<file path="config.mk">
export PLATFORM = sky130hd
export DESIGN_NAME = tcbspl_basis
export DESIGN_NICKNAME = d
export VERILOG_FILES = /design/src/hw/rtl/tcb_spline_point_eval_core_macros.svh /design/src/hw/rtl/tcbspl_pkg.sv /design/src/hw/rtl/tcbspl_basis.sv
export SDC_FILE = /design/constraint.sdc
export NUM_CORES = 2
export LEC_CHECK = 0
export ABC_AREA = 1
export BUFFER_PORTS_ARGS = -buffer_cell sky130_fd_sc_hd__buf_2
export CAP_MARGIN = 25
export CORE_UTILIZATION = 60
export CTS_CLUSTER_DIAMETER = 120
export DETAILED_ROUTE_END_ITERATION = 16
export PLACE_DENSITY = 0.77
export SLEW_MARGIN = 40
export SYNTH_ARGS = -nofsm -noshare
export SYNTH_HDL_FRONTEND = slang
export SYNTH_SLANG_ARGS = --single-unit
</file>
<file path="constraint.sdc">
create_clock -name clk -period 7.74 [get_ports clk]
set_input_delay 0.387 -clock clk [delete_from_list [all_inputs] [get_ports clk]]
set_output_delay 0.387 -clock clk [all_outputs]
set_load 0.1 [all_outputs]
</file>
<file path="src/hw/rtl/tcb_spline_point_eval_core_macros.svh">
// assertion macros shared by the tcb spline point evaluator rtl
// plain text macros, no dependencies; include by bare file name
`ifndef TCB_SPLINE_POINT_EVAL_CORE_MACROS_SVH
`define TCB_SPLINE_POINT_EVAL_CORE_MACROS_SVH

// same-cycle implication, disabled while reset is high
`define TCBSPL_ASSERT_IMPLY(label, clk, rst, ante, cons, msg) \
  label: assert property (@(posedge clk) disable iff (rst) (ante) |-> (cons)) \
    else $error(msg);

// next-cycle implication, disabled while reset is high
`define TCBSPL_ASSERT_NEXT(label, clk, rst, ante, cons, msg) \
  label: assert property (@(posedge clk) disable iff (rst) (ante) |=> (cons)) \
    else $error(msg);

`endif

</file>
<file path="src/hw/rtl/tcbspl_pkg.sv">
// shared types, widths and fixed-point constants of the tcb spline point evaluator
// no dependencies; imported by every module of the block
package tcbspl_pkg;

  localparam int CoordW    = 16;
  localparam int UposW     = 16;
  localparam int FracBits  = 12;
  localparam int QOne      = 1 << FracBits;
  localparam int CfgIdxW   = 2;
  localparam int WgtW      = 22;
  localparam int BasisW    = 18;
  localparam int LaneDepth = 9;
  localparam int Latency   = LaneDepth + 1;
  localparam int CoordMax  = (1 << (CoordW - 1)) - 1;
  localparam int CoordMin  = -(1 << (CoordW - 1));

  typedef logic [UposW-1:0]          upos_t;
  typedef logic signed [CoordW-1:0]  coord_t;
  typedef logic signed [WgtW-1:0]    wgt_t;
  typedef logic signed [BasisW-1:0]  basis_t;
  typedef logic [CfgIdxW-1:0]        cfg_idx_t;

  typedef enum logic [CfgIdxW-1:0] {
    REG_TENSION    = 2'd0,
    REG_CONTINUITY = 2'd1,
    REG_BIAS       = 2'd2
  } cfg_reg_t;

  // tangent weights, q12
  typedef struct packed {
    wgt_t wa;
    wgt_t wb;
    wgt_t wc;
    wgt_t wd;
  } weights_t;

  // hermite basis values, q16
  typedef struct packed {
    basis_t h00;
    basis_t h01;
    basis_t h10;
    basis_t h11;
  } basis_set_t;

  typedef struct packed {
    coord_t value;
    logic   clip;
  } lane_out_t;

endpackage

</file>
<file path="src/hw/rtl/tcbspl_basis.sv">
// three-stage hermite basis generator: u -> u^2 -> u^3 -> h00 h01 h10 h11 in q16
// depends on tcbspl_pkg
module tcbspl_basis (
  input  logic                   clk,
  input  tcbspl_pkg::upos_t      u_pos,
  output tcbspl_pkg::basis_set_t basis
);
  import tcbspl_pkg::*;

  localparam int SqW    = 2 * UposW;
  localparam int CubeW  = 3 * UposW;
  localparam int SumW   = CubeW + 4;
  localparam int BShift = 2 * UposW;
  localparam logic signed [SumW-1:0] BUnit = SumW'(1) <<< CubeW;
  localparam logic signed [SumW-1:0] BHalf = SumW'(1) <<< (BShift - 1);

  upos_t            u_s1, u_s2;
  logic [SqW-1:0]   sq_s1, sq_s2;
  logic [CubeW-1:0] cube_s2;

  logic signed [SumW-1:0] s3, s2, s1;
  logic signed [SumW-1:0] sum00, sum01, sum10, sum11;

  always_ff @(posedge clk) begin
    u_s1    <= u_pos;
    sq_s1   <= SqW'(u_pos) * SqW'(u_pos);
    u_s2    <= u_s1;
    sq_s2   <= sq_s1;
    cube_s2 <= CubeW'(sq_s1) * CubeW'(u_s1);
  end

  // all terms aligned to q48
  assign s3 = $signed(SumW'(cube_s2));
  assign s2 = $signed(SumW'(sq_s2) << UposW);
  assign s1 = $signed(SumW'(u_s2) << SqW);

  assign sum00 = (s3 <<< 1) - (s2 + (s2 <<< 1)) + BUnit + BHalf;
  assign sum01 = (s2 + (s2 <<< 1)) - (s3 <<< 1) + BHalf;
  assign sum10 = s3 - (s2 <<< 1) + s1 + BHalf;
  assign sum11 = s3 - s2 + BHalf;

  always_ff @(posedge clk) begin
    basis.h00 <= BasisW'(sum00 >>> BShift);
    basis.h01 <= BasisW'(sum01 >>> BShift);
    basis.h10 <= BasisW'(sum10 >>> BShift);
    basis.h11 <= BasisW'(sum11 >>> BShift);
  end

endmodule

</file>
Yosys cells after proc, flatten, opt, wreduce, memory -nomap -nowiden
Cells that the tools add are included.
- register bits after elaboration: 216
- input port bits: 17
- output and inout port bits: 72
- word-level logic and storage cells: 22
- add/sub/neg operators: 11
- multiply operators: 2
- operators by type and width (kind ; number):
    $add 50x33->50 const B ; 3
    $add 48x49->50 ; 1
    $add 49x33->50 const B ; 1
    $add 50x49->50 ; 1
    $add 50x50->50 const B ; 1
    $sub 48x49->50 ; 1
    $sub 49x50->50 ; 1
    $sub 50x49->50 ; 1
    $sub 48x48->49 ; 1
    $mul 32x16->48 ; 1
    $mul 16x16->32 ; 1

Longest topological paths before layout
- word-level depth: 4
- gate-level depth with buffers: 26
- mapped depth without buffers: 25

Worst setup path after synthesis
No wires, ideal clock.
- kind: register to register
- start: reg sq_s1[7]
- end: reg cube_s2[43]
- setup time: 0.121 ns
- arrival time: 5.506 ns
- data required time: 7.619 ns
- setup slack: 2.113 ns
- cell stages (with the launch flop): 27
- path buffers: 2
- period minus slack after synthesis: 5.627 ns
- cell sequence: dfxtp_1 clkbuf_1 clkbuf_1 nand2_1 fa_1 inv_1 fa_1 inv_1 fa_1 inv_1 fa_1 fa_1 inv_1 fa_1 inv_1 ha_1 nand2_1 inv_1 a21oi_1 nor2_1 o21ai_0 nand2_1 a21oi_1 o21bai_1 nand2_1 nand2_1 xor2_1
- word-level cells in the longest chain between the ends: 1
- ends and longest elaborated chain (item ; line ; text):
    start, declared ; tcbspl_basis.sv:18 ; logic [SqW-1:0] sq_s1, sq_s2;
    start signal, assigned ; tcbspl_basis.sv:26 ; sq_s1 <= SqW'(u_pos) * SqW'(u_pos);
    $mul 32x16->48 ; tcbspl_basis.sv:29 ; cube_s2 <= CubeW'(sq_s1) * CubeW'(u_s1);
    end signal, assigned ; tcbspl_basis.sv:29 ;
    end, declared ; tcbspl_basis.sv:19 ; logic [CubeW-1:0] cube_s2;
No other way between the ends.

Worst setup path after layout
- start: reg u_s1[8]
- end: reg cube_s2[43]
- word-level cells in the longest chain between the ends: 1
- ends and longest elaborated chain (item ; line ; text):
    start, declared ; tcbspl_basis.sv:17 ; upos_t u_s1, u_s2;
    start signal, assigned ; tcbspl_basis.sv:25 ; u_s1 <= u_pos;
    $mul 32x16->48 ; tcbspl_basis.sv:29 ;
No other way between the ends.

==> results.json <==
{
  "synth_flop_cell": "dfxtp_1",
  "pre_cts_ws_ps": 1260,
  "rsz0062_at_grt": "false",
  "drt_first_pass_iters": 8,
  "multi_input_area_sq_um": 31500,
  "maxSlewHeadroom_pct": 42.1,
  "seq_area_sq_um": 4240,
  "dr.first_iter.drc_count": 2757,
  "final.fill_count": 6403,
  "antenna_found_initial": 0,
  "clk_pin_slew_ps": 70,
  "vias_per_cell": 5.41,
  "crit_fanout": 16,
  "start_kind": "register",
  "layout_commonest_cell": "inv_1",
  "chipWidth_microns": 267,
  "grt_pass1_wl_microns": 203000,
  "overflow": 0,
  "cts-root-buf": "clkbuf_16",
  "syn_area_per_cell_sq_um": 7.22,
  "slew_violations": 0,
  "path_class": "register to register",
  "status": "complete, no violations",
  "tns_ps": 0,
  "fin_nets": 6955,
  "cp_slowest_cell": "dfxtp_1",
  "dp_hpwl_microns": 112000,
  "ctsHoldBuffers": 0,
  "async_flop_share_pct": 0,
  "cts_tree": "built",
  "grt_use_total_pct": 37.3,
  "h-tree-depth": 1,
  "ios": 89,
  "coreArea_sq_um": 68900,
  "dieHeight_microns": 267,
  "synthToLayoutAreaGrowth_pct": 5.94,
  "final.period_utilization_pct": 83.3,
  "yosys_warnings": 0,
  "totalWireLength_microns": 130000,
  "fmax_mhz": 155,
  "cp_cell_sequence": "buf_4 > nand2_1 > fa_1 > inv_1 > fa_1 > fa_1 > fa_1 > fa_1 > inv_1 > fa_1 > inv_1 > ha_1 > nand2_1 > nor2_1 > nand2_1 > nor4_1 > a21oi_1 > o21bai_1 > nand2_1 > nand2_1 > xor2_1",
  "worst_slew_pin_slew_ps": 868,
  "clockBufferDepth": 3,
  "num_vias": 36800,
  "postCtsSetupBuffers": 0,
  "postCtsResizedCells": 0,
  "final_cell_mix": "1533 x inv_1, 1374 x nand2_1, 592 x fa_1",
  "setup_viol": 0,
  "fin_skew_ps": 24.5,
  "cts_num_sinks": 211,
  "layout_min_cycle_time_ps": 6450,
  "initial_utilization_pct": 60.9,
  "max-cap-violations": 0,
  "netlist_area_sq_um": 42000,
  "synth.yosys.seq_area_share_pct": 10.1,
  "synth_edf_count": 0,
  "cpMostUsedCell": "fa_1",
  "clk_latency_ps": 600,
  "synth_cells": 5823,
  "worstPathRequired_ps": 8260,
  "arrival_ps": 6970,
  "ys_ff_latch": 211,
  "crit_path_end_kind": "register",
  "gp_congestion": 1.03,
  "yosysUniqueCellTypes": 55,
  "hold_class": "input port to register",
  "postRouteAntennaNets": 0,
  "portBuffers": 88,
  "drc": 0,
  "critical-path-max-stage-delay_ps": 860,
  "path_delay_family": "adder cells",
  "n_antenna_cell": 0,
  "dieArea_sq_um": 71100,
  "wl_per_cell_microns": 19.2,
  "grt_pass1_vias": 38200,
  "drive_gt1_share_pct": 4.92,
  "grt_max_degree": 47,
  "finalHoldViolCount": 0,
  "fin_ws_ps": 1290,
  "path_buf_inv": 4,
  "rows": 96,
  "cts_buffers": 28
}
==> final cells by class <==
class / instances / share of cell area [%]
flip-flops and latches: 211 / 9.53
clock buffers: 34 / 1.76
well taps: 931 / 2.62
repair buffers: 129 / 1.68
inverters: 1546 / 13.0
clock inverters: 17 / 0.602
multi-input cells: 3934 / 70.8
==> routing by layer <==
metal  vias to the layer above  wire (microns)  GRT usage (%)
met5                         -               0              0
met4                         0            8130           20.5
met3                       369            9830           6.80
met2                      1420           62800           64.6
met1                     17500           49700           43.7
li1                      17500               -              -
==> cells by family after synthesis <==
family          synth area share [%]
buf+inv                         15.1
compound gates                  8.60
fa+ha+maj                       43.0
flops                           10.1
xor+xnor                        3.63
other cells                   0.0179
simple gates                    19.7
==> synth_stat cells, drive strengths merged (2+ instances only) <==
master / count / share of area (%)
a21boi: 9 / 0.17
a21o: 34 / 0.61
a21oi: 293 / 3.5
a221oi: 4 / 0.083
a31oi: 48 / 0.71
and2: 5 / 0.077
and3: 10 / 0.15
buf: 6 / 0.054
clkbuf: 133 / 1.2
conb: 2 / 0.018
dfxtp: 211 / 10
fa: 592 / 28
ha: 496 / 15
inv: 1545 / 14
nand2: 1407 / 13
nand3: 129 / 1.5
nand3b: 7 / 0.13
nand4: 28 / 0.45
nor2: 370 / 3.6
nor3: 41 / 0.50
nor4: 21 / 0.31
o2111ai: 3 / 0.063
o211ai: 8 / 0.14
o21a: 18 / 0.32
o21ai: 171 / 2.1
o21bai: 29 / 0.52
o221ai: 11 / 0.23
o31ai: 2 / 0.036
or2: 7 / 0.10
xnor2: 58 / 1.2
xor2: 116 / 2.4
==> through the flow <==
stage / hold WS (ps) / instance area, sq um / util, % / instances
3_3_place_gp: 529 / 43400 / 63.0 / 6751
3_5_place_dp: 530 / 43400 / 63.0 / 6751
5_1_grt: 129 / 44500 / 64.6 / 6802
2_1_floorplan: 329 / 42000 / - / 5830
4_1_cts: 113 / 44500 / 64.5 / 6802
6_report: 135 / 44500 / 64.6 / 6802
==> flip-flops by register name, indices dropped and copies added, names as in the netlist <==
register	count
basis	72
u_s1	15
u_s2	15
sq_s2	30
sq_s1	31
cube_s2	48
==> path summary, 6_finish.rpt <==
kind	from	end	slack [ps]	depth (start not counted)
max	u_s1[8]	cube_s2[43]	1290	21
min	u_pos[3]	u_s1[3]	130	1
max reg2reg	u_s1[8]	cube_s2[43]	1290	21
min reg2reg	sq_s1[16]	sq_s2[16]	540	0
Power is not shown: default switching activity piles up to over one toggle a cycle in this logic, so the estimate is an artifact.
